[src/design/stereo_atan_waveshaper_core_macros.svh]
// assertion macros shared by the waveshaper rtl
`ifndef STEREO_ATAN_WAVESHAPER_CORE_MACROS_SVH
`define STEREO_ATAN_WAVESHAPER_CORE_MACROS_SVH

`ifndef SYNTHESIS

// same-cycle implication, sampled on clk_i, off while rst_ni is low
`define SAW_ASSERT_NOW(lbl, ante, cons) \
  lbl: assert property (@(posedge clk_i) disable iff (!rst_ni) (ante) |-> (cons)) \
    else $error("saw assertion failed");

// next-cycle implication, sampled on clk_i, off while rst_ni is low
`define SAW_ASSERT_NEXT(lbl, ante, cons) \
  lbl: assert property (@(posedge clk_i) disable iff (!rst_ni) (ante) |=> (cons)) \
    else $error("saw assertion failed");

`else

`define SAW_ASSERT_NOW(lbl, ante, cons)
`define SAW_ASSERT_NEXT(lbl, ante, cons)

`endif

`endif

[src/design/saw_pkg.sv]
// types, constants and the atan angle table of the waveshaper
`timescale 1ns / 1ps
`default_nettype none

package saw_pkg;

  localparam int SAMPLE_W      = 16;
  localparam int ATAN_STAGES   = 16;
  localparam int ANGLE_TAB_LEN = 24;
  localparam int NUM_STAGES    = (ATAN_STAGES < ANGLE_TAB_LEN) ? ATAN_STAGES : ANGLE_TAB_LEN;

  localparam int FRAC_W    = 16;
  localparam int Q15_SH    = 15;
  localparam int Q15_ONE   = 32768;
  localparam int NUM_REGS  = 6;
  localparam int CFG_IDX_W = 3;

  // 1 + 10*drive tops out at 360448
  localparam int GAIN_W = 19;
  // signed sample times zero-extended gain
  localparam int ARG_W  = SAMPLE_W + GAIN_W + 1;
  // cordic x/y with room for the cordic growth
  localparam int CW     = ARG_W + 2;
  localparam int CX_INIT_SH = SAMPLE_W - 1 + 15;
  // angle units: 2^30 is pi/2
  localparam int ANG_W     = 30;
  localparam int ANG_IDX_W = 5;
  localparam int ZW        = 33;
  // shaped per-channel value in q.30 with headroom
  localparam int SW        = 35;
  localparam int ACC_W     = SW + 20;
  localparam int DRY_SH    = 31 - SAMPLE_W;
  localparam int ROUND_SH  = 46 - SAMPLE_W;
  localparam int MIX_STAGES = 8;

  localparam logic signed [ACC_W-1:0] ROUND_HALF = ACC_W'(1) <<< (ROUND_SH - 1);
  localparam logic signed [ACC_W-1:0] SAT_HI     = ACC_W'((1 << (SAMPLE_W - 1)) - 1);
  localparam logic signed [ACC_W-1:0] SAT_LO     = ACC_W'(-(1 << (SAMPLE_W - 1)));

  typedef enum logic [CFG_IDX_W-1:0] {
    REG_DRIVE = 3'd0,
    REG_WET   = 3'd1,
    REG_WIDTH = 3'd2,
    REG_SYM   = 3'd3,
    REG_BIAS  = 3'd4,
    REG_DC    = 3'd5
  } reg_idx_e;

  // derived register values, all fractions already clamped to 1.0
  typedef struct packed {
    logic [GAIN_W-1:0]        gain;
    logic [FRAC_W:0]          sym_pos;
    logic [FRAC_W-1:0]        sym_neg;
    logic signed [FRAC_W:0]   bias_dc;
    logic [FRAC_W-1:0]        width;
    logic [FRAC_W-1:0]        wet;
    logic [FRAC_W-1:0]        dry;
  } cfg_t;

  localparam cfg_t CFG_RESET = '{
    gain:    GAIN_W'(196608),
    sym_pos: 17'd49152,
    sym_neg: 16'd16384,
    bias_dc: 17'sd0,
    width:   16'd16384,
    wet:     16'd16384,
    dry:     16'd16384
  };

  typedef struct packed {
    logic signed [CW-1:0] cx;
    logic signed [CW-1:0] cy;
    logic signed [ZW-1:0] z;
    logic                 neg;
  } lane_t;

  typedef struct packed {
    logic signed [SAMPLE_W-1:0] dry_l;
    logic signed [SAMPLE_W-1:0] dry_r;
    logic                       last;
  } side_t;

  function automatic logic [ANG_W-1:0] angle_of(input logic [ANG_IDX_W-1:0] k);
    case (k)
      5'd0:    angle_of = 30'd536870912;
      5'd1:    angle_of = 30'd316933406;
      5'd2:    angle_of = 30'd167458907;
      5'd3:    angle_of = 30'd85004756;
      5'd4:    angle_of = 30'd42667331;
      5'd5:    angle_of = 30'd21354465;
      5'd6:    angle_of = 30'd10679838;
      5'd7:    angle_of = 30'd5340245;
      5'd8:    angle_of = 30'd2670163;
      5'd9:    angle_of = 30'd1335087;
      5'd10:   angle_of = 30'd667544;
      5'd11:   angle_of = 30'd333772;
      5'd12:   angle_of = 30'd166886;
      5'd13:   angle_of = 30'd83443;
      5'd14:   angle_of = 30'd41722;
      5'd15:   angle_of = 30'd20861;
      5'd16:   angle_of = 30'd10430;
      5'd17:   angle_of = 30'd5215;
      5'd18:   angle_of = 30'd2608;
      5'd19:   angle_of = 30'd1304;
      5'd20:   angle_of = 30'd652;
      5'd21:   angle_of = 30'd326;
      5'd22:   angle_of = 30'd163;
      5'd23:   angle_of = 30'd81;
      default: angle_of = 30'd0;
    endcase
  endfunction

endpackage

`default_nettype wire

[src/design/saw_front.sv]
// drive multiply and cordic start values for both channels
`timescale 1ns / 1ps
`default_nettype none

module saw_front (
  input  logic                                clk_i,
  input  logic                                rst_ni,
  input  logic                                en_i,
  input  logic                                valid_i,
  input  logic signed [saw_pkg::SAMPLE_W-1:0] left_i,
  input  logic signed [saw_pkg::SAMPLE_W-1:0] right_i,
  input  logic                                last_i,
  input  logic [saw_pkg::GAIN_W-1:0]          gain_i,
  output logic                                valid_o,
  output saw_pkg::lane_t                      lane_l_o,
  output saw_pkg::lane_t                      lane_r_o,
  output saw_pkg::side_t                      side_o
);

  logic                             va_q, vb_q;
  logic signed [saw_pkg::ARG_W-1:0] arg_l_q, arg_r_q;
  saw_pkg::side_t                   side_a_q, side_b_q;
  saw_pkg::lane_t                   lane_l_q, lane_r_q;
  logic signed [saw_pkg::GAIN_W:0]  gain_s;

  function automatic saw_pkg::lane_t lane_init(input logic signed [saw_pkg::ARG_W-1:0] arg);
    logic signed [saw_pkg::CW-1:0] ext;
    saw_pkg::lane_t                ln;
    ext    = saw_pkg::CW'(arg);
    ln.cx  = saw_pkg::CW'(1) <<< saw_pkg::CX_INIT_SH;
    ln.cy  = arg[saw_pkg::ARG_W-1] ? -ext : ext;
    ln.z   = '0;
    ln.neg = arg[saw_pkg::ARG_W-1];
    return ln;
  endfunction

  assign gain_s = $signed({1'b0, gain_i});

  always_ff @(posedge clk_i or negedge rst_ni) begin
    if (!rst_ni) begin
      va_q <= 1'b0;
      vb_q <= 1'b0;
    end else if (en_i) begin
      va_q <= valid_i;
      vb_q <= va_q;
    end
  end

  always_ff @(posedge clk_i) begin
    if (en_i) begin
      arg_l_q  <= left_i * gain_s;
      arg_r_q  <= right_i * gain_s;
      side_a_q <= '{dry_l: left_i, dry_r: right_i, last: last_i};
      lane_l_q <= lane_init(arg_l_q);
      lane_r_q <= lane_init(arg_r_q);
      side_b_q <= side_a_q;
    end
  end

  assign valid_o  = vb_q;
  assign lane_l_o = lane_l_q;
  assign lane_r_o = lane_r_q;
  assign side_o   = side_b_q;

endmodule

`default_nettype wire

[config.mk]
export PLATFORM = sky130hd
export DESIGN_NAME = saw_front
export DESIGN_NICKNAME = d
export VERILOG_FILES = /design/src/design/stereo_atan_waveshaper_core_macros.svh /design/src/design/saw_pkg.sv /design/src/design/saw_front.sv
export SDC_FILE = /design/constraint.sdc
export NUM_CORES = 2
export LEC_CHECK = 0
export BUFFER_PORTS_ARGS = -buffer_cell sky130_fd_sc_hd__buf_2
export CAP_MARGIN = 20
export CORE_MARGIN = 2
export CORE_UTILIZATION = 59
export DETAILED_ROUTE_END_ITERATION = 10
export PLACE_DENSITY = 0.86
export SYNTH_ARGS = -nofsm -noshare
export SYNTH_HDL_FRONTEND = slang
export SYNTH_SLANG_ARGS = --single-unit
[constraint.sdc]
create_clock -name clk_i -period 4.1 [get_ports clk_i]
set_clock_uncertainty 0.2 [all_clocks]
set_input_delay 0.41 -clock clk_i [delete_from_list [all_inputs] [get_ports clk_i]]
set_output_delay 0.41 -clock clk_i [all_outputs]
set_load 0.01 [all_outputs]
==> results list <==
- Run status: finished, violations left
* Violated checks: setup timing
* Max Cap Violations: 0
- EDFF count, synth: 216
- Detailed-route vias per instance: 5.51
* Global-route wire length before repair: 124,000 um
- Setup violations remaining at the end of the flow were counted as 56.
* Area grow syn2layout: 24.0%
- For this block, the via count after detailed routing is 23,100.
* Maximum fanout along the worst path: 6
* Overall die width: 229 um
* Share of final-layout standard cells stronger than drive strength 1: 25.8%
- After technology mapping, the gate count stands at 3,021.
* GRT Util Overall: 29.5%
- Sink count of the clock tree: 218
- Total standard cell area after synthesis: 29,900 um^2
* Number of nets with antenna violations after detailed routing: 0
- Once routing completed, OpenROAD measured the worst setup slack at -1.59 ns.
- Clk Tree Root Cell: clkbuf_16
- Number of endpoints with negative hold slack in the final report: 0
- For this run, the number of standard cells in the final layout without fillers is 4,195.
- # nets final: 4,292
- After clock tree synthesis, the clock-pin slew on the worst setup and hold paths is 0.06 ns.
* Die area: 52,500 um^2
* Number of flip-flops and latches in the synthesized netlist: 218
- Post-placement worst setup slack: -2.23 ns
* Unrepaired setup endpoints after global routing: yes
- GP Congestion: 0.938
- STA puts the critical path data required time at 4.20 ns.
* Pre-Repair DR Iteration Count: 6
* Sequential element share of the synthesized area: 21.8%
- Core area: 50,100 um^2
* Clock latency on the worst-skew pair: 0.55 ns
* Kind of path behind the tightest hold check: primary input to async pin
* Number of CTS-inserted buffers: 23
- The number of global-route vias before repair is 25,100.
* Data arrival at the endpoint of the critical path: 5.79 ns
* Worst setup path category: primary input to flip-flop
- 310 I/O pins were placed.
- Max-slew violation count: 0
* Total routed wirelength: 78,800 um
* Yosys cell types: 60
* Most frequent cell on the critical path: fa_1
* Die H: 229 um
- STA classifies the critical path startpoint as a primary input.
- Number of buffer cells added on primary ports: 167
- Worst-case clock buffer depth: 3
* Critical Path, Cell by Cell: buf_12 > buf_12 > and2_4 > fa_1 > inv_2 > fa_2 > fa_2 > fa_1 > inv_1 > fa_1 > fa_1 > ha_4 > a21oi_4 > nor4b_4 > buf_4 > o21ai_4 > a2111oi_4 > o31ai_4 > a31oi_1 > xnor2_1
* Routed wire length per instance: 18.8 um
- For this run, the number of Yosys warnings is 0.
* Clock tree from TritonCTS: built
- Count of routing violations after the opening detailed-route iteration: 2,005
- Final period utilization: 139%
* Critical Path Sink Type: flip-flop
- Derived from the worst setup path, the maximum achievable clock frequency is 176 MHz.
- In this run the core area contains 82 standard-cell rows.
* Cells after DPL: 4,079
- Initial antenna violation count: 0
- For this run, the leading register cell type out of synthesis is edfxtp_1.
* Pin count of the biggest net entering global routing: 91
- Average footprint of a synthesized cell: 9.90 um^2
- Of all flip-flops after synthesis, the portion carrying an async set or reset was 0.917%.
- Detailed placement finished with a half-perimeter wire length of 55,700 um.
- At the pin with the least slew margin, the transition time is 0.769 ns.
- In the routed design, unresolved DRC markers number 0.
- Max stage delay cell, worst path: fa_2
- Delay of the slowest cell on the worst path: 0.56 ns
* # H-tree levels: 1
- Worst slew margin: 48.7%
- Final critical delay including setup and external delays: 5.69 ns
- Final global-route overflow total: 0
- Starting utilization of the core area: 59.8%
[path summary, 6_finish.rpt]
| check | from | depth (start not counted) | slack [ns] | to |
|---|---|---|---|---|
| max | gain_i[7] | 20 | -1.59 | arg_l_q[32] |
| min | rst_ni | 2 | 0.008 | va_q |
| max reg2reg | arg_l_q[4] | 8 | 0.19 | lane_l_o[67] |
| min reg2reg | side_a_q[25] | 0 | 0.19 | side_o[25] |
| max in group asynchronous | rst_ni | 2 | 3.57 | valid_o |
| min in group clk_i | left_i[8] | 1 | 0.03 | side_a_q[25] |
[registers in the layout, indices dropped and copies added (netlist names)]
| name | flops |
|---|---|
| arg_r_q | 36 |
| side_a_q | 33 |
| lane_l_o | 39 |
| side_o | 33 |
| va_q | 1 |
| arg_l_q | 36 |
| lane_r_o | 39 |
| valid_o | 1 |
[cell usage after synthesis, types with 34 or more instances]
| cell type | number | share of area (%) |
|---|---|---|
| ha_1 | 258 | 11 |
| fa_1 | 472 | 32 |
| nor2_1 | 64 | 0.80 |
| o21ai_0 | 57 | 0.95 |
| a21o_1 | 34 | 0.85 |
| nand2_1 | 359 | 4.5 |
| edfxtp_1 | 216 | 22 |
| a21oi_1 | 69 | 1.2 |
| buf_4 | 142 | 3.6 |
| xnor2_1 | 110 | 3.2 |
| clkbuf_1 | 128 | 1.6 |
| inv_1 | 580 | 7.3 |
| and2_1 | 285 | 6.0 |
[worst max-delay path: cells and delay by family]
family	cells	cell delay, ns
compound gates	5	1.04
xor+xnor	1	0.10
fa+ha+maj	7	3.31
buf+inv	5	0.55
simple gates	2	0.36
[logic make-up (layout without fill, tap and decap cells)]
family | count (synthesis) | count (layout) | synth area share, %
adders and majority gates | 730 | 730 | 42.4
xor gates and xnor gates | 130 | 130 | 3.81
other | 2 | 147 | 0.0251
muxes | 3 | 3 | 0.109
buffers and inverters | 856 | 1213 | 12.5
and+or+nand+nor | 829 | 829 | 13.9
AOI/OAI and AO/OA | 253 | 253 | 5.46
DFF | 218 | 218 | 21.8
[cell usage in the layout, fill, tap and decap left out, types with 35 or more instances in the layout]
| cell type | instances |
|---|---|
| and2_1 | 254 |
| buf_12 | 35 |
| buf_2 | 126 |
| buf_4 | 323 |
| buf_6 | 80 |
| conb_1 | 146 |
| edfxtp_1 | 216 |
| fa_1 | 446 |
| ha_1 | 218 |
| ha_4 | 35 |
| inv_1 | 533 |
| inv_2 | 46 |
| nand2_1 | 329 |
| nor2_1 | 55 |
| xnor2_1 | 102 |
[area by class of cell]
cell class                 instances  area (um^2)
antenna                            1         2.50
clock buffer                      31          606
clock inverter                    10          124
fill                            2969        13000
inverter                         580         2180
multi-input combinational       2091        21700
sequential                       218         6540
tap                              672          841
timing repair buffer             592         5100
[routing by layer]
layer  GRT usage (%)  routed length, um
met5               0                  0
met2            51.2              39800
met4            14.3               4130
met3            5.50               6460
met1            35.4              28400
[stage by stage]
step	util (%)	area, um^2	setup TNS, ns	hold WS (ns)
floorplan	-	31900	-66.94	-0.0856
global placement	68.3	34200	-97.32	-0.00260
detailed placement	68.3	34200	-103.15	-0.00219
CTS	73.0	36500	-57.91	0.00533
global route	74.1	37100	-71.45	0.00195
finish	74.1	37100	-65.20	0.00846
[timing repair]
| item | 4_1_cts | 5_1_grt |
|---|---|---|
| endpoints found under the setup margin | 58 | 56 |
| resized for setup | 283 | 105 |
| pin swaps | 150 | 85 |
| endpoints found under the hold margin | 8 | 0 |
| cloned | 2 | 0 |
| hold buffers | 7 | 0 |
| setup buffers | 51 | 25 |
Power is left out: the tool's default activity adds up to more than one toggle a clock period on the data nets, which glitch-free logic cannot reach.
