File: src/design/stereo_atan_waveshaper_core_macros.svh
// assertion macros shared by the waveshaper rtl
`ifndef STEREO_ATAN_WAVESHAPER_CORE_MACROS_SVH
`define STEREO_ATAN_WAVESHAPER_CORE_MACROS_SVH

`ifndef SYNTHESIS

// same-cycle implication, sampled on clk_i, off while rst_ni is low
`define SAW_ASSERT_NOW(lbl, ante, cons) \
  lbl: assert property (@(posedge clk_i) disable iff (!rst_ni) (ante) |-> (cons)) \
    else $error("saw assertion failed");

// next-cycle implication, sampled on clk_i, off while rst_ni is low
`define SAW_ASSERT_NEXT(lbl, ante, cons) \
  lbl: assert property (@(posedge clk_i) disable iff (!rst_ni) (ante) |=> (cons)) \
    else $error("saw assertion failed");

`else

`define SAW_ASSERT_NOW(lbl, ante, cons)
`define SAW_ASSERT_NEXT(lbl, ante, cons)

`endif

`endif

File: src/design/saw_pkg.sv
// types, constants and the atan angle table of the waveshaper
`timescale 1ns / 1ps
`default_nettype none

package saw_pkg;

  localparam int SAMPLE_W      = 16;
  localparam int ATAN_STAGES   = 16;
  localparam int ANGLE_TAB_LEN = 24;
  localparam int NUM_STAGES    = (ATAN_STAGES < ANGLE_TAB_LEN) ? ATAN_STAGES : ANGLE_TAB_LEN;

  localparam int FRAC_W    = 16;
  localparam int Q15_SH    = 15;
  localparam int Q15_ONE   = 32768;
  localparam int NUM_REGS  = 6;
  localparam int CFG_IDX_W = 3;

  // 1 + 10*drive tops out at 360448
  localparam int GAIN_W = 19;
  // signed sample times zero-extended gain
  localparam int ARG_W  = SAMPLE_W + GAIN_W + 1;
  // cordic x/y with room for the cordic growth
  localparam int CW     = ARG_W + 2;
  localparam int CX_INIT_SH = SAMPLE_W - 1 + 15;
  // angle units: 2^30 is pi/2
  localparam int ANG_W     = 30;
  localparam int ANG_IDX_W = 5;
  localparam int ZW        = 33;
  // shaped per-channel value in q.30 with headroom
  localparam int SW        = 35;
  localparam int ACC_W     = SW + 20;
  localparam int DRY_SH    = 31 - SAMPLE_W;
  localparam int ROUND_SH  = 46 - SAMPLE_W;
  localparam int MIX_STAGES = 8;

  localparam logic signed [ACC_W-1:0] ROUND_HALF = ACC_W'(1) <<< (ROUND_SH - 1);
  localparam logic signed [ACC_W-1:0] SAT_HI     = ACC_W'((1 << (SAMPLE_W - 1)) - 1);
  localparam logic signed [ACC_W-1:0] SAT_LO     = ACC_W'(-(1 << (SAMPLE_W - 1)));

  typedef enum logic [CFG_IDX_W-1:0] {
    REG_DRIVE = 3'd0,
    REG_WET   = 3'd1,
    REG_WIDTH = 3'd2,
    REG_SYM   = 3'd3,
    REG_BIAS  = 3'd4,
    REG_DC    = 3'd5
  } reg_idx_e;

  // derived register values, all fractions already clamped to 1.0
  typedef struct packed {
    logic [GAIN_W-1:0]        gain;
    logic [FRAC_W:0]          sym_pos;
    logic [FRAC_W-1:0]        sym_neg;
    logic signed [FRAC_W:0]   bias_dc;
    logic [FRAC_W-1:0]        width;
    logic [FRAC_W-1:0]        wet;
    logic [FRAC_W-1:0]        dry;
  } cfg_t;

  localparam cfg_t CFG_RESET = '{
    gain:    GAIN_W'(196608),
    sym_pos: 17'd49152,
    sym_neg: 16'd16384,
    bias_dc: 17'sd0,
    width:   16'd16384,
    wet:     16'd16384,
    dry:     16'd16384
  };

  typedef struct packed {
    logic signed [CW-1:0] cx;
    logic signed [CW-1:0] cy;
    logic signed [ZW-1:0] z;
    logic                 neg;
  } lane_t;

  typedef struct packed {
    logic signed [SAMPLE_W-1:0] dry_l;
    logic signed [SAMPLE_W-1:0] dry_r;
    logic                       last;
  } side_t;

  function automatic logic [ANG_W-1:0] angle_of(input logic [ANG_IDX_W-1:0] k);
    case (k)
      5'd0:    angle_of = 30'd536870912;
      5'd1:    angle_of = 30'd316933406;
      5'd2:    angle_of = 30'd167458907;
      5'd3:    angle_of = 30'd85004756;
      5'd4:    angle_of = 30'd42667331;
      5'd5:    angle_of = 30'd21354465;
      5'd6:    angle_of = 30'd10679838;
      5'd7:    angle_of = 30'd5340245;
      5'd8:    angle_of = 30'd2670163;
      5'd9:    angle_of = 30'd1335087;
      5'd10:   angle_of = 30'd667544;
      5'd11:   angle_of = 30'd333772;
      5'd12:   angle_of = 30'd166886;
      5'd13:   angle_of = 30'd83443;
      5'd14:   angle_of = 30'd41722;
      5'd15:   angle_of = 30'd20861;
      5'd16:   angle_of = 30'd10430;
      5'd17:   angle_of = 30'd5215;
      5'd18:   angle_of = 30'd2608;
      5'd19:   angle_of = 30'd1304;
      5'd20:   angle_of = 30'd652;
      5'd21:   angle_of = 30'd326;
      5'd22:   angle_of = 30'd163;
      5'd23:   angle_of = 30'd81;
      default: angle_of = 30'd0;
    endcase
  endfunction

endpackage

`default_nettype wire

File: src/design/saw_cordic_cell.sv
// one vectoring cordic iteration for the left and right lanes
`timescale 1ns / 1ps
`default_nettype none

`include "stereo_atan_waveshaper_core_macros.svh"

module saw_cordic_cell (
  input  logic                           clk_i,
  input  logic                           rst_ni,
  input  logic                           en_i,
  input  logic [saw_pkg::ANG_IDX_W-1:0]  stage_idx_i,
  input  logic                           valid_i,
  input  saw_pkg::lane_t                 lane_l_i,
  input  saw_pkg::lane_t                 lane_r_i,
  input  saw_pkg::side_t                 side_i,
  output logic                           valid_o,
  output saw_pkg::lane_t                 lane_l_o,
  output saw_pkg::lane_t                 lane_r_o,
  output saw_pkg::side_t                 side_o
);

  logic           valid_q;
  saw_pkg::lane_t lane_l_q, lane_r_q;
  saw_pkg::side_t side_q;

  // a lane whose y is already zero passes unchanged
  function automatic saw_pkg::lane_t rotate(input saw_pkg::lane_t a,
                                            input logic [saw_pkg::ANG_IDX_W-1:0] k);
    logic signed [saw_pkg::CW-1:0] cx;
    logic signed [saw_pkg::CW-1:0] cy;
    logic signed [saw_pkg::CW-1:0] xs;
    logic signed [saw_pkg::CW-1:0] ys;
    logic signed [saw_pkg::ZW-1:0] ang;
    saw_pkg::lane_t                b;
    cx  = a.cx;
    cy  = a.cy;
    xs  = cx >>> k;
    ys  = cy >>> k;
    ang = $signed({{(saw_pkg::ZW - saw_pkg::ANG_W){1'b0}}, saw_pkg::angle_of(k)});
    b   = a;
    if (cy[saw_pkg::CW-1]) begin
      b.cx = cx - ys;
      b.cy = cy + xs;
      b.z  = a.z - ang;
    end else if (cy != '0) begin
      b.cx = cx + ys;
      b.cy = cy - xs;
      b.z  = a.z + ang;
    end
    return b;
  endfunction

  always_ff @(posedge clk_i or negedge rst_ni) begin
    if (!rst_ni) begin
      valid_q <= 1'b0;
    end else if (en_i) begin
      valid_q <= valid_i;
    end
  end

  always_ff @(posedge clk_i) begin
    if (en_i) begin
      lane_l_q <= rotate(lane_l_i, stage_idx_i);
      lane_r_q <= rotate(lane_r_i, stage_idx_i);
      side_q   <= side_i;
    end
  end

  assign valid_o  = valid_q;
  assign lane_l_o = lane_l_q;
  assign lane_r_o = lane_r_q;
  assign side_o   = side_q;

  `SAW_ASSERT_NEXT(a_zero_y_stays_zero, en_i && valid_i && (lane_l_i.cy == '0), (lane_l_q.cy == '0) && (lane_l_q.z == $past(lane_l_i.z)))

endmodule

`default_nettype wire

File: config.mk
export PLATFORM = sky130hd
export DESIGN_NAME = saw_cordic_cell
export DESIGN_NICKNAME = d
export VERILOG_FILES = /design/src/design/saw_pkg.sv /design/src/design/saw_cordic_cell.sv
export VERILOG_INCLUDE_DIRS = /design/src /design/src/design
export SDC_FILE = /design/constraint.sdc
export NUM_CORES = 2
export LEC_CHECK = 0
export BUFFER_PORTS_ARGS = -buffer_cell sky130_fd_sc_hd__buf_2
export CORE_MARGIN = 2
export CORE_UTILIZATION = 55
export CTS_CLUSTER_SIZE = 20
export DETAILED_ROUTE_END_ITERATION = 8
export PLACE_DENSITY = 0.85
export SYNTH_ARGS = -nofsm -noshare
export SYNTH_HDL_FRONTEND = slang
export SYNTH_SLANG_ARGS = --single-unit
File: constraint.sdc
create_clock -name clk_i -period 2.3 [get_ports clk_i]
set_clock_uncertainty 0.15 [all_clocks]
set_input_delay 0.46 -clock clk_i [delete_from_list [all_inputs] [get_ports clk_i]]
set_output_delay 0.46 -clock clk_i [all_outputs]
set_load 0.02 [all_outputs]
==> results of run 1 <==
==> kinds of logic after synthesis <==
kind of cell,after synthesis
AOI/OAI and AO/OA,1773
and+or+nand+nor,1512
buffers and inverters,736
adders and majority gates,458
muxes,300
xor gates and xnor gates,289
DFF,254
==> routing by layer <==
metal  GRT usage, %  overflow
met5          79.74        35
met4          98.78       750
met3          88.62       212
met2          107.6      1704
met1          91.46       216
==> per-stage QoR <==
stage	cells	util, %	hold WS, ns	setup slack [ns]	area, µm²
2_1_floorplan	5322	-	0.01441	-2.685	42060
3_3_place_gp	8301	78.64	0.08515	-2.983	58450
3_5_place_dp	8301	78.64	0.08901	-3.278	58450
4_1_cts	8594	88.21	0.001780	-2.328	65560
==> timing repair <==
action | in CTS
setup buffers | 203
gates resized for setup | 877
endpoints found under the setup margin | 216
pin swaps | 336
hold endpoints to repair | 37
hold buffers | 38
gates cloned | 9
==> metrics.txt, run 1 <==
status=aborted with a tool error; Halt Stage=global routing; Tool Error=[ERROR GRT-0116] Global routing finished with congestion. Check the congestion regions in the DRC Viewer.; fraction of registers with async set/reset=0.3937%; Main synth FF type=edfxtp_1; total gr overflow=between 2000 and 3000; post-synth net total=slightly above 6000; proportion of synthesized area in mux cells=between 10 and 15%; largest net degree at the start of global routing=66; dpl hpwl=~160000 µm; Die X=~280 µm; Site Rows=100; synth unique cells=between 90 and 100; syn_area_per_cell=a little under 8 µm²; gpl congestion=between 1 and 1.5; Synth Register Bits=roughly 250; initial core utilization=55.46%; clk sink count=between 200 and 300; top cells by count, synth=nand2_1 (598), a21oi_1 (510), nor2_1 (457), ha_1 (446), inv_1 (389); Mapped Area=around 41000 µm²; Max clock buf depth=3; TritonCTS Buffers=30; Root Driver=clkbuf_16; largest family of logic cells by synthesized area=compound AO/OA/AOI/OAI gates; Total GRT Usage=approximately 96%; most instantiated library cell after synthesis=nand2_1; fraction of the mapped netlist area in adder cells=14.12%; first-pass GRT wire length=between 500000 and 600000 µm; number of synthesized flops with an enable pin=roughly 250; Synth area leaders=edfxtp_1 (18%), ha_1 (14%), a21oi_1 (6.2%), nand2_1 (5.4%), xnor2_1 (4.9%); CTS H-tree depth=1; Die H=around 280 µm; Post-Synthesis Cells=approximately 5300; largest area contributor in the netlist=edfxtp_1; Warnings, synthesis=0; port bufs=roughly 520; IO Pins=between 500 and 600; number of global-route vias before repair=80300; Synth Area in XOR/XNOR=between 6 and 7%; area share of and/or/nand/nor cells after synthesis=16.34%; register area share after synthesis=18.49%; Synth Area in Compound Gates=~28%; share of the synthesized area in the top cell type=18.43%
==> run 2: changes to the inputs <==
Settings changed: CORE_UTILIZATION 55 to 40, CTS_CLUSTER_SIZE 20 to default, PLACE_DENSITY 0.85 to default, PLACE_DENSITY_LB_ADDON from default to 0.15.
==> metrics.txt, run 2 <==
status=finished with violations; failing checks=setup timing; Tot Pwr=38.31 mW; Fmax achieved=around 0.22 GHz; Worst EP required=around 2.5 ns; fin crit share=200.5%; syn_area_per_cell=7.745 µm² (unchanged); FF-to-FF path depth=1; Fill cells=8476; Main synth FF type=edfxtp_1; share of the synthesized area in the top cell type=18.43% (unchanged); final hold violation count=0; top cells by count, synth=nand2_1 (598), a21oi_1 (510), nor2_1 (457), ha_1 (446), inv_1 (389); initial DRC count=between 4000 and 5000; Pwr Density=548.4 nW/µm²; largest net degree at the start of global routing=62; most instantiated library cell after synthesis=nand2_1; CTS H-tree depth=2 (+1); Slew HR=a little over a quarter; post-synth net total=6042 (unchanged); initial core utilization=40.40% (-15 points); met3 usage=under 10%; Startpoint Class=primary input; synth unique cells=97 (unchanged); max-slew violation count=0; HP Class=in -> reg; share of layout cells above drive strength 1=48.71%; max cap viols=0; Routed Antenna Nets=0; number of synthesized flops with an enable pin=253 (unchanged); commonest non-fill, non-tap cells in the layout=buf_4 (1996), nand2_1 (535), buf_2 (508); number of global-route vias before repair=~51000; full die area=about 110000 µm²; Die H=325 µm (+17%); Mapped Area=41220 µm² (unchanged); clk sink count=254 (unchanged); commonest non-fill, non-tap cell in the layout=buf_4; P_leak=about 32 nW; Area Growth Syn to Fin=69.49%; Critical Path AT=approximately 4.8 ns; initial antenna violation count=18; multi-input logic area=36460 µm²; total gr overflow=0; Synth Register Bits=254 (unchanged); CTS tree=built; drt drc=0; largest area contributor in the netlist=edfxtp_1; vias per cell=approximately 5.7; Post-Synthesis Cells=5322 (unchanged); nets@finish=8514; TritonCTS Buffers=34 (+13%); RSZ-0062 raised after global routing=yes; Worst Tran Pin Value=1.094 ns; fraction of registers with async set/reset=0.3937% (unchanged); Synth area leaders=edfxtp_1 (18%), ha_1 (14%), a21oi_1 (6.2%), nand2_1 (5.4%), xnor2_1 (4.9%); WL/cell=22.58 µm; dpl hpwl=162500 µm (-0.65%); Max VDD drop=around 700 µV; endpoint class of the critical path=flip-flop; Warnings, synthesis=0 (unchanged); Pre-antenna DRT Iters=7; gpl congestion=1.009 (-15%); register area share after synthesis=18.49% (unchanged); Max clock buf depth=3 (unchanged); post-route setup slack=-2.312 ns; Total GRT Usage=a little under two fifths; grt met2 use=approximately three fifths; Worst-Skew Late Latency=~0.60 ns; core area=~100000 µm²; DRT Wirelength=just over 200000 µm; Die X=325 µm (+17%); Finish-stage setup viols=roughly 220; busiest layer in global routing=met2; Root Driver=clkbuf_16; WHS Path Cells=2; port bufs=515 (unchanged); crit path kind=in -> reg; Site Rows=117 (+17%); worst-path fanout max=5; detailed-route via count=between 50000 and 60000; GR Util met1=49.37%; first-pass GRT wire length=a little over 300000 µm; register area=~7600 µm²; Clock transition at path regs=roughly 0.06 ns; IO Pins=516 (unchanged); Setup WS pre-CTS=-3.407 ns (-0.1285 ns); Final Util=68.47%; fin crit period=4.612 ns
run 2: cell counts after synthesis:
No cell type changed its count.
run 2: stage by stage:
stage | cell area, µm² | setup TNS (ns) | cells | hold WS (ns)
2_1_floorplan | 42060 | -405.44 | 5322 | 0.01441
3_3_place_gp | 59750 | -553.11 | 8805 | 0.08586
3_5_place_dp | 59750 | -556.70 | 8805 | 0.08702
4_1_cts | 67530 | -331.82 | 9116 | 0.009854
5_1_grt | 69840 | -392.73 | 9191 | 0.02495
6_report | 69860 | -370.18 | 9197 | 0.02747
run 2: path summary, 6_finish.rpt:
path	to	slack (ns)	from
min reg2reg	valid_o	0.37	valid_o
max	lane_r_o[106]	-2.31	stage_idx_i[1]
min	lane_l_o[33]	0.03	lane_l_i[33]
max reg2reg	valid_o	1.40	valid_o
min in group asynchronous	valid_o	0.56	rst_ni
max in group asynchronous	valid_o	1.33	rst_ni
run 2: kinds of logic after synthesis:
logic type / Yosys count / synth area share (%)
DFF: 254 / 18.49
xor gates and xnor gates: 289 / 6.141
muxes: 300 / 10.03
adders and majority gates: 458 / 14.12
AOI/OAI and AO/OA: 1773 / 28.09
buffers and inverters: 736 / 6.782
and+or+nand+nor: 1512 / 16.34
run 2: power breakdown:
| group | internal, mW | switching [mW] |
|---|---|---|
| Combinational | 12.8 | 13.7 |
| Clock | 3.03 | 2.34 |
| Sequential | 6.22 | 0.249 |
run 2: repair_timing:
action / CTS / global route
endpoints found under the hold margin: 37 / 0
hold buffers: 38 / 0
buffers inserted: 221 / 99
gates cloned: 17 / 2
pin swaps: 453 / 325
resized for setup: 977 / 376
setup endpoints to repair: 217 / 218
run 2: cell type report:
class,count,share of cell area [%]
multi-input combinational,4332,52.19
timing repair buffer,2773,30.66
sequential,254,10.91
tap,1368,2.450
inverter,399,2.216
clock buffer,40,1.279
clock inverter,20,0.2615
antenna,11,0.03940
run 2: worst max-delay path: stages:
cell and delay, ns:
clkbuf_16 0.15, buf_6 0.11, mux4_2 0.52, mux2i_2 0.24, nand2_1 0.11, o21ai_2 0.10, mux2i_4 0.14, ha_4 0.19
fa_2 0.33, nor2b_4 0.14, o311ai_4 0.30, o211ai_1 0.18, o41ai_2 0.45, o211ai_1 0.20, buf_4 0.19, a221oi_4 0.26
o41ai_2 0.11, a21oi_2 0.18, o31ai_2 0.10, a311oi_1 0.26, o21ai_1 0.10
run 2: metal layers:
layer  vias to the layer above  part of all wire (%)
met4                        12                   5.3
li1                      24340                     -
met5                         -                 0.041
met2                      2345                    45
met1                     25180                    42
met3                       506                   7.4
No activity file was read; power rests on OpenSTA's default activity.
