## src/design/stereo_atan_waveshaper_core_macros.svh

```systemverilog
// assertion macros shared by the waveshaper rtl
`ifndef STEREO_ATAN_WAVESHAPER_CORE_MACROS_SVH
`define STEREO_ATAN_WAVESHAPER_CORE_MACROS_SVH

`ifndef SYNTHESIS

// same-cycle implication, sampled on clk_i, off while rst_ni is low
`define SAW_ASSERT_NOW(lbl, ante, cons) \
  lbl: assert property (@(posedge clk_i) disable iff (!rst_ni) (ante) |-> (cons)) \
    else $error("saw assertion failed");

// next-cycle implication, sampled on clk_i, off while rst_ni is low
`define SAW_ASSERT_NEXT(lbl, ante, cons) \
  lbl: assert property (@(posedge clk_i) disable iff (!rst_ni) (ante) |=> (cons)) \
    else $error("saw assertion failed");

`else

`define SAW_ASSERT_NOW(lbl, ante, cons)
`define SAW_ASSERT_NEXT(lbl, ante, cons)

`endif

`endif

```

## src/design/saw_pkg.sv

```systemverilog
// types, constants and the atan angle table of the waveshaper
`timescale 1ns / 1ps
`default_nettype none

package saw_pkg;

  localparam int SAMPLE_W      = 16;
  localparam int ATAN_STAGES   = 16;
  localparam int ANGLE_TAB_LEN = 24;
  localparam int NUM_STAGES    = (ATAN_STAGES < ANGLE_TAB_LEN) ? ATAN_STAGES : ANGLE_TAB_LEN;

  localparam int FRAC_W    = 16;
  localparam int Q15_SH    = 15;
  localparam int Q15_ONE   = 32768;
  localparam int NUM_REGS  = 6;
  localparam int CFG_IDX_W = 3;

  // 1 + 10*drive tops out at 360448
  localparam int GAIN_W = 19;
  // signed sample times zero-extended gain
  localparam int ARG_W  = SAMPLE_W + GAIN_W + 1;
  // cordic x/y with room for the cordic growth
  localparam int CW     = ARG_W + 2;
  localparam int CX_INIT_SH = SAMPLE_W - 1 + 15;
  // angle units: 2^30 is pi/2
  localparam int ANG_W     = 30;
  localparam int ANG_IDX_W = 5;
  localparam int ZW        = 33;
  // shaped per-channel value in q.30 with headroom
  localparam int SW        = 35;
  localparam int ACC_W     = SW + 20;
  localparam int DRY_SH    = 31 - SAMPLE_W;
  localparam int ROUND_SH  = 46 - SAMPLE_W;
  localparam int MIX_STAGES = 8;

  localparam logic signed [ACC_W-1:0] ROUND_HALF = ACC_W'(1) <<< (ROUND_SH - 1);
  localparam logic signed [ACC_W-1:0] SAT_HI     = ACC_W'((1 << (SAMPLE_W - 1)) - 1);
  localparam logic signed [ACC_W-1:0] SAT_LO     = ACC_W'(-(1 << (SAMPLE_W - 1)));

  typedef enum logic [CFG_IDX_W-1:0] {
    REG_DRIVE = 3'd0,
    REG_WET   = 3'd1,
    REG_WIDTH = 3'd2,
    REG_SYM   = 3'd3,
    REG_BIAS  = 3'd4,
    REG_DC    = 3'd5
  } reg_idx_e;

  // derived register values, all fractions already clamped to 1.0
  typedef struct packed {
    logic [GAIN_W-1:0]        gain;
    logic [FRAC_W:0]          sym_pos;
    logic [FRAC_W-1:0]        sym_neg;
    logic signed [FRAC_W:0]   bias_dc;
    logic [FRAC_W-1:0]        width;
    logic [FRAC_W-1:0]        wet;
    logic [FRAC_W-1:0]        dry;
  } cfg_t;

  localparam cfg_t CFG_RESET = '{
    gain:    GAIN_W'(196608),
    sym_pos: 17'd49152,
    sym_neg: 16'd16384,
    bias_dc: 17'sd0,
    width:   16'd16384,
    wet:     16'd16384,
    dry:     16'd16384
  };

  typedef struct packed {
    logic signed [CW-1:0] cx;
    logic signed [CW-1:0] cy;
    logic signed [ZW-1:0] z;
    logic                 neg;
  } lane_t;

  typedef struct packed {
    logic signed [SAMPLE_W-1:0] dry_l;
    logic signed [SAMPLE_W-1:0] dry_r;
    logic                       last;
  } side_t;

  function automatic logic [ANG_W-1:0] angle_of(input logic [ANG_IDX_W-1:0] k);
    case (k)
      5'd0:    angle_of = 30'd536870912;
      5'd1:    angle_of = 30'd316933406;
      5'd2:    angle_of = 30'd167458907;
      5'd3:    angle_of = 30'd85004756;
      5'd4:    angle_of = 30'd42667331;
      5'd5:    angle_of = 30'd21354465;
      5'd6:    angle_of = 30'd10679838;
      5'd7:    angle_of = 30'd5340245;
      5'd8:    angle_of = 30'd2670163;
      5'd9:    angle_of = 30'd1335087;
      5'd10:   angle_of = 30'd667544;
      5'd11:   angle_of = 30'd333772;
      5'd12:   angle_of = 30'd166886;
      5'd13:   angle_of = 30'd83443;
      5'd14:   angle_of = 30'd41722;
      5'd15:   angle_of = 30'd20861;
      5'd16:   angle_of = 30'd10430;
      5'd17:   angle_of = 30'd5215;
      5'd18:   angle_of = 30'd2608;
      5'd19:   angle_of = 30'd1304;
      5'd20:   angle_of = 30'd652;
      5'd21:   angle_of = 30'd326;
      5'd22:   angle_of = 30'd163;
      5'd23:   angle_of = 30'd81;
      default: angle_of = 30'd0;
    endcase
  endfunction

endpackage

`default_nettype wire

```

## src/design/saw_cfg_regs.sv

```systemverilog
// configuration registers with clamping and derived gain values
`timescale 1ns / 1ps
`default_nettype none

`include "stereo_atan_waveshaper_core_macros.svh"

module saw_cfg_regs (
  input  logic                             clk_i,
  input  logic                             rst_ni,
  input  logic                             we_i,
  input  logic [saw_pkg::CFG_IDX_W-1:0]    idx_i,
  input  logic [saw_pkg::FRAC_W-1:0]       wdata_i,
  output saw_pkg::cfg_t                    cfg_o
);

  saw_pkg::cfg_t                     cfg_q, cfg_d;
  logic signed [saw_pkg::FRAC_W-1:0] bias_q, bias_d;
  logic signed [saw_pkg::FRAC_W-1:0] dc_q, dc_d;
  logic [saw_pkg::FRAC_W-1:0]        frac;
  logic [saw_pkg::GAIN_W-1:0]        frac_x10;

  // fractions above one count as one
  assign frac = (wdata_i > saw_pkg::FRAC_W'(saw_pkg::Q15_ONE)) ?
                saw_pkg::FRAC_W'(saw_pkg::Q15_ONE) : wdata_i;
  assign frac_x10 = (saw_pkg::GAIN_W'(frac) << 3) + (saw_pkg::GAIN_W'(frac) << 1);

  always_comb begin
    cfg_d  = cfg_q;
    bias_d = bias_q;
    dc_d   = dc_q;
    if (we_i) begin
      case (saw_pkg::reg_idx_e'(idx_i))
        saw_pkg::REG_DRIVE: begin
          cfg_d.gain = saw_pkg::GAIN_W'(saw_pkg::Q15_ONE) + frac_x10;
        end
        saw_pkg::REG_WET: begin
          cfg_d.wet = frac;
          cfg_d.dry = saw_pkg::FRAC_W'(saw_pkg::Q15_ONE) - frac;
        end
        saw_pkg::REG_WIDTH: begin
          cfg_d.width = frac;
        end
        saw_pkg::REG_SYM: begin
          cfg_d.sym_pos = 17'(saw_pkg::Q15_ONE) + 17'(frac);
          cfg_d.sym_neg = saw_pkg::FRAC_W'(saw_pkg::Q15_ONE) - frac;
        end
        saw_pkg::REG_BIAS: begin
          bias_d        = $signed(wdata_i);
          cfg_d.bias_dc = 17'($signed(wdata_i)) - 17'(dc_q);
        end
        saw_pkg::REG_DC: begin
          dc_d          = $signed(wdata_i);
          cfg_d.bias_dc = 17'(bias_q) - 17'($signed(wdata_i));
        end
        default: begin
          cfg_d = cfg_q;
        end
      endcase
    end
  end

  always_ff @(posedge clk_i or negedge rst_ni) begin
    if (!rst_ni) begin
      cfg_q  <= saw_pkg::CFG_RESET;
      bias_q <= '0;
      dc_q   <= '0;
    end else begin
      cfg_q  <= cfg_d;
      bias_q <= bias_d;
      dc_q   <= dc_d;
    end
  end

  assign cfg_o = cfg_q;

  `SAW_ASSERT_NEXT(a_bad_index_ignored, we_i && (idx_i >= saw_pkg::CFG_IDX_W'(saw_pkg::NUM_REGS)), $stable(cfg_q))
  `SAW_ASSERT_NOW(a_mix_shares_sum_to_one, 1'b1, (17'(cfg_q.wet) + 17'(cfg_q.dry)) == 17'(saw_pkg::Q15_ONE))

endmodule

`default_nettype wire

```

## config.mk

```make
export PLATFORM = sky130hd
export DESIGN_NAME = saw_cfg_regs
export DESIGN_NICKNAME = d
export VERILOG_FILES = /design/src/design/saw_pkg.sv /design/src/design/saw_cfg_regs.sv
export VERILOG_INCLUDE_DIRS = /design/src /design/src/design
export SDC_FILE = /design/constraint.sdc
export NUM_CORES = 1
export LEC_CHECK = 0
export CAP_MARGIN = 20
export CORE_MARGIN = 8
export CORE_UTILIZATION = 50
export CTS_CLUSTER_DIAMETER = 30
export CTS_CLUSTER_SIZE = 20
export DETAILED_ROUTE_END_ITERATION = 8
export DONT_BUFFER_PORTS = 1
export GPL_TIMING_DRIVEN = 0
export PLACE_DENSITY = 0.73
export SLEW_MARGIN = 20
export SYNTH_ARGS = -nofsm -noshare
export SYNTH_HDL_FRONTEND = slang
export SYNTH_SLANG_ARGS = --single-unit
```

## constraint.sdc

```tcl
create_clock -name clk_i -period 3.1 [get_ports clk_i]
set_input_delay 0.31 -clock clk_i [delete_from_list [all_inputs] [get_ports clk_i]]
set_output_delay 0.31 -clock clk_i [all_outputs]
set_load 0.02 [all_outputs]
```

==> run_results.csv, run 1 <==
group,metric,value,unit
run_status,status,"finished with violations",
run_status,failed_checks,"hold timing",
sta,max_freq,361.3,MHz
global_route,track_usage,22.27,%
place,gp_congestion,0.9360,
drt,wire_per_inst,19.43,um
floorplanning,ioPinCount,139,
sta,holdWs,-425.7,ps
place,portBuffers,0,
synthesis,syn-num-nets,986,
synthesis,ys_seq_elements,146,
setup_path,r2r-end,"cfg_o[60]$_DFFE_PN0P_",
setup_path,r2r_cells,9,
floorplanning,rows,46,
global_route,grt_first_pass_wirelength,35220,um
place,place_area,0.008371,mm2
place,dp.cells,1116,
synthesis,syn_inst,900,
synthesis,netlist_area,0.008100,mm2
floorplanning,initial_utilization,50.99,%
synthesis,synth.area.top_cells,"dfrtp_1 43%, ha_1 9.4%, nand2_1 8.2%",
drt,routed_wl,22290,um
clock_tree,clkSlewWorstSetupHoldPaths,60,ps
cells_and_area,drive_gt1_share,6.552,%
drt,drt-pass1-iter-count,5,
global_route,antenna_found_initial,1,
sta,min_period_over_period,89.30,%
sta,rsz0062_at_grt,"no",
setup_path,path_class,"input port to register",
synthesis,yosysTopAreaCell,"dfrtp_1",
setup_path,crit_arrival,3070,ps
sta,fin_setup_tns,0,ps
global_route,first_global_vias,6540,
cells_and_area,syn_to_final_growth,10.32,%
synthesis,yosysUniqueCellTypes,59,
floorplanning,die_area,0.02053,mm2
floorplanning,fp.coreArea,0.01589,mm2
global_route,grt_max_degree,147,
floorplanning,die_width,143.3,um
drt,viasPerCell,5.729,
clock_tree,cts_root_buf,"clkbuf_16",
power,ir_drop,0.0004579,V
clock_tree,clock-sinks,146,
clock_tree,ctsHtreeMaxLevel,4,
setup_path,r2r_slack,490,ps
setup_path,setup.worst_path.end_class,"register",
sta,finalCriticalPeriod,2768,ps
synthesis,yosysWarnings,0,
clock_tree,cts_resized,0,
setup_path,rr_startpoint,"dc_q[0]$_DFFE_PN0P_",
synthesis,synth_area_per_cell,9.000,um2
cells_and_area,antennaDiodeCount,0,
power,power.density,702.5,mW/mm2
clock_tree,postCtsSetupRepairBufs,0,
drt,postRouteAntennaNets,0,
clock_tree,cts_tree,"done",
floorplanning,die_h,143.3,um
synthesis,synth.top_cell.area_share,42.63,%
cells_and_area,fin_nets,1004,
setup_path,required,3400,ps
setup_path,startpoint_type,"input port",
sta,worstMarginPinSlew,687.6,ps
run,maxCapViolCount,0,
setup_path,worstPathMaxFanout,19,
synthesis,synth_edf_count,0,
synthesis,ys_async_sr_fraction,100.0,%
power,leakagePower,4.267,nW
sta,maxSlewHeadroom,54.16,%
synthesis,ys_seq_area_share,45.23,%
cells_and_area,final_cells,1147,
clock_tree,cts_made_buffers,17,
drt,drc,0,
sta,maxSlewViolCount,0,
synthesis,synth_flop_cell,"dfrtp_1",
sta,skew,3.753,ps
sta,finalSetupViolations,0,
global_route,grt.overflow.total,0,
drt,vias,6571,
clock_tree,clockBufferDepth,2,
cells_and_area,final_area,0.008936,mm2
clock_tree,worst_skew_pair.late_latency,430,ps
sta,finalHoldViolCount,146,
min_path,min_path_type,"input port to asynchronous set/reset pin",
cells_and_area,final_util,56.25,%
place,dp_hpwl,16970,um
drt,drt_iter0_drc,448,
placed cells by master (no fill, tap or decap), drive strengths merged, types with 4 or more instances in the layout:
cell,n
a211oi,7
a21o,12
a21oi,29
a31oi,8
buf,4
clkbuf,52
dfrtp,138
dfstp,8
ha,61
inv,69
mux2,9
mux2i,6
nand2,179
nand2b,6
nand3,10
nor2,30
nor2b,8
nor3,9
o211ai,5
o21a,15
o21ai,166
o22ai,4
o31ai,5
or3,5
xnor2,22
xor2,15
cell type report:
type	instances	area (um2)
flip-flops and latches	146	3664
fillers	1468	6949
clock inverters	13	116.4
inverters	61	229.0
multi-input cells	655	4054
plain buffers	37	150.1
clock buffers	19	452.9
well taps	216	270.3
where the power goes:
part	switching [mW]	internal (mW)
registers	0.660	2.29
logic	0.768	0.573
clock network	0.892	1.10
per-layer routing:
| metal | vias to the layer above | global-route usage, % | wire length [um] | part of all wire [%] |
|---|---|---|---|---|
| met3 | 35 | 8.548 | 2125 | 9.5 |
| met5 | - | 0 | 17 | 0.076 |
| met4 | 2 | 8.024 | 474 | 2.1 |
| li1 | 3132 | - | - | - |
| met1 | 3219 | 26.32 | 9254 | 42 |
| met2 | 183 | 36.21 | 10410 | 47 |
logic make-up (layout without fill, tap and decap cells):
group | after synthesis | after routing | synth area share (%)
compound gates | 274 | 274 | 19.79
simple gates | 264 | 264 | 14.06
flops | 146 | 146 | 45.23
buf+inv | 99 | 130 | 4.727
fa+ha+maj | 64 | 64 | 10.16
xor+xnor | 37 | 37 | 4.001
mux | 15 | 15 | 1.993
other cells | 1 | 1 | 0.04629
synth_stat cells, types with 8 or more instances:
| master | n |
|---|---|
| o21a_1 | 15 |
| a21oi_1 | 29 |
| o21ai_0 | 125 |
| nor2_1 | 30 |
| nor3_1 | 8 |
| nor2b_1 | 8 |
| ha_1 | 61 |
| dfrtp_1 | 138 |
| dfstp_2 | 8 |
| a31oi_1 | 8 |
| a21o_1 | 12 |
| xnor2_1 | 22 |
| clkbuf_1 | 33 |
| o21ai_1 | 39 |
| nand2_1 | 177 |
| nand3_1 | 10 |
| inv_1 | 60 |
| mux2_2 | 9 |
| xor2_1 | 15 |
through the flow:
| stage | total power [mW] | setup WS, ps |
|---|---|---|
| floorplan | 3.933 | 151.7 |
| global placement | 4.276 | -510.9 |
| detailed placement | 4.321 | -527.3 |
| CTS | 6.319 | 337.2 |
| global route | 6.639 | 136.5 |
| finish | 6.277 | 331.8 |
worst max path at each step:
stage	from	to	slack [ps]	cells past startpoint
floorplan	wdata_i[15]	cfg_o[116]$_DFFE_PN0P_	150	14
global placement	wdata_i[15]	cfg_o[116]$_DFFE_PN0P_	-510	14
detailed placement	wdata_i[15]	cfg_o[116]$_DFFE_PN0P_	-530	14
CTS	wdata_i[15]	cfg_o[116]$_DFFE_PN0P_	340	13
global route	wdata_i[15]	cfg_o[114]$_DFFE_PN1P_	140	13
finish	wdata_i[15]	cfg_o[116]$_DFFE_PN0P_	330	13
flip-flops by register name, indices dropped and copies added, names as in the netlist:
| register | count |
|---|---|
| dc_q | 16 |
| cfg_o | 114 |
| bias_q | 16 |
worst max-delay path, cell delays in order:
cell	delay, ps
inv_2	250
nand2_1	250
inv_1	110
ha_1	230
ha_1	220
fa_1	430
a211oi_1	300
o21ai_1	150
a21oi_1	250
o31ai_1	120
a21oi_1	190
xnor2_1	170
o21ai_1	80
Power figures use the tool's default switching activity.
==> inputs of run 2 (changes only) <==
--- a/config.mk
+++ b/config.mk
@@ -14,7 +14,7 @@
 export DETAILED_ROUTE_END_ITERATION = 8
 export DONT_BUFFER_PORTS = 1
 export GPL_TIMING_DRIVEN = 0
-export PLACE_DENSITY = 0.73
+export PLACE_DENSITY = 0.67
 export SLEW_MARGIN = 20
 export SYNTH_ARGS = -nofsm -noshare
 export SYNTH_HDL_FRONTEND = slang
==> run_results.csv, run 2 (synthesized netlist as in run 1, its figures left out) <==
group,metric,value,unit
floorplanning,initial_utilization,50.99,%
drt,postRouteAntennaNets,0,
cells_and_area,multiInputGateArea,0.004054,mm2
global_route,grt_first_pass_wirelength,34910,um
floorplanning,die_width,143.3,um
run,maxCapViolCount,0,
cells_and_area,fin_nets,1005,
sta,finalHoldViolCount,146,
cells_and_area,final_common_cell,"nand2_1",
clock_tree,cts_tree,"done",
setup_path,path_class,"input port to register",
global_route,grt_max_degree,147,
cells_and_area,seq_area,0.003664,mm2
cells_and_area,antennaDiodeCount,0,
global_route,grt.overflow.total,0,
place,pre_cts_slack,-524.2,ps
clock_tree,ctsHtreeMaxLevel,4,
sta,maxSlewViolCount,0,
floorplanning,rows,46,
setup_path,required,3400,ps
cells_and_area,syn_to_final_growth,10.81,%
clock_tree,cts_made_buffers,17,
power,switching_share,36.92,%
global_route,first_global_vias,6284,
place,place_area,0.008371,mm2
place,portBuffers,0,
floorplanning,fp.coreArea,0.01589,mm2
setup_path,worstPathMaxFanout,19,
place,gp_congestion,0.9026,
power,ir_drop,0.0004296,V
setup_path,crit_arrival,3120,ps
sta,skew,5.313,ps
clock_tree,clkSlewWorstSetupHoldPaths,60,ps
power,leakagePower,4.283,nW
drt,wire_per_inst,19.53,um
sta,finalCriticalPeriod,2818,ps
cells_and_area,largest_register_ffs,114,
power,clock_power_share,32.6,%
sta,min_period_over_period,90.89,%
cells_and_area,drive_gt1_share,6.545,%
clock_tree,clock-sinks,146,
cells_and_area,fill_cells,1484,
drt,viasPerCell,5.634,
sta,rsz0062_at_grt,"no",
drt,routed_wl,22420,um
sta,worstMarginPinSlew,623.3,ps
clock_tree,cts_hold_buf,1,
drt,drt_iter0_drc,438,
power,internal-power,4.007,mW
power,p_comb_share,21.0,%
floorplanning,die_area,0.02053,mm2
clock_tree,postCtsSetupRepairBufs,0,
drt,vias,6468,
clock_tree,worst_skew_pair.late_latency,430,ps
setup_path,setup.worst_path.end_class,"register",
cells_and_area,final_area,0.008976,mm2
global_route,antenna_found_initial,0,
run_status,failed_checks,"hold timing",
drt,drt-pass1-iter-count,5,
clock_tree,cts_root_buf,"clkbuf_16",
floorplanning,die_h,143.3,um
min_path,min_path_type,"input port to asynchronous set/reset pin",
sta,worst_slack,282.3,ps
sta,finalSetupViolations,0,
sta,maxSlewHeadroom,58.45,%
run_status,status,"finished with violations",
sta,holdWs,-426.8,ps
clock_tree,clockBufferDepth,2,
drt,drc,0,
power,seqPwrFrac,46.4,%
floorplanning,ioPinCount,139,
cells_and_area,layout.cells.most_common_list,"177 x nand2_1, 138 x dfrtp_1, 125 x o21ai_0",
power,switchingPower,2.345,mW
power,power.density,707.7,mW/mm2
clock_tree,cts_resized,0,
sta,max_freq,354.9,MHz
setup_path,startpoint_type,"input port",
global_route,track_usage,22.20,%
place,dp_hpwl,17020,um
run 2: layout make-up:
cell class,instances,share of cell area (%)
plain buffers,37,1.673
inverters,61,2.551
clock inverters,15,1.938
clock buffers,17,4.739
well taps,216,3.011
multi-input cells,655,45.16
flip-flops and latches,146,40.81
repair buffers,1,0.1115
run 2: final timing paths:
| check | startpoint | to | slack, ps | cells past startpoint |
|---|---|---|---|---|
| max | wdata_i[15] | cfg_o[116]$_DFFE_PN0P_ | 280 | 13 |
| max in group asynchronous | rst_ni | cfg_o[104]$_DFFE_PN0P_ | 3210 | 0 |
| min reg2reg | dc_q[6]$_DFFE_PN0P_ | dc_q[6]$_DFFE_PN0P_ | 480 | 2 |
| min in group clk_i | wdata_i[1] | bias_q[1]$_DFFE_PN0P_ | 10 | 2 |
| min | rst_ni | cfg_o[112]$_DFFE_PN0P_ | -430 | 0 |
| max reg2reg | dc_q[0]$_DFFE_PN0P_ | cfg_o[60]$_DFFE_PN0P_ | 560 | 9 |
run 2: critical path: stages:
cell and delay (ps):
inv_2 240, nand2_1 240, inv_1 150, ha_1 240, ha_1 220, fa_1 430, a211oi_1 310, o21ai_1 150
a21oi_1 240, o31ai_1 130, a21oi_1 190, xnor2_1 170, o21ai_1 80
run 2: power groups by stage:
stage               Clock [mW]  Combinational, mW  Sequential (mW)
global placement             0               1.29             2.99
floorplan                    0               1.07             2.87
CTS                       2.09               1.33             2.97
detailed placement           0               1.32             3.00
global route              2.18               1.52             3.00
finish                    2.07               1.33             2.95
run 2: per-stage QoR:
step | power (mW) | hold WS, ps | setup TNS, ps | util [%] | instances
floorplan | 3.933 | 14.41 | 0 | - | 900
CTS | 6.390 | -437.2 | 0 | 56.51 | 1148
finish | 6.352 | -426.8 | 0 | 56.51 | 1148
detailed placement | 4.319 | 19.40 | -1856 | 52.69 | 1116
global placement | 4.278 | 19.58 | -1742 | 52.69 | 1116
global route | 6.697 | -443.2 | 0 | 56.51 | 1148
run 2: per-layer routing:
layer  routed length (um)  part of all wire, %  track usage, %  vias to the layer above
met2                10450                   47           35.46                      213
met1                 9384                   42           27.42                     3085
met3                 2051                  9.1           7.078                       31
met4                  539                  2.4           8.688                        0
met5                    0                    0               0                        -
li1                     -                    -               -                     3139
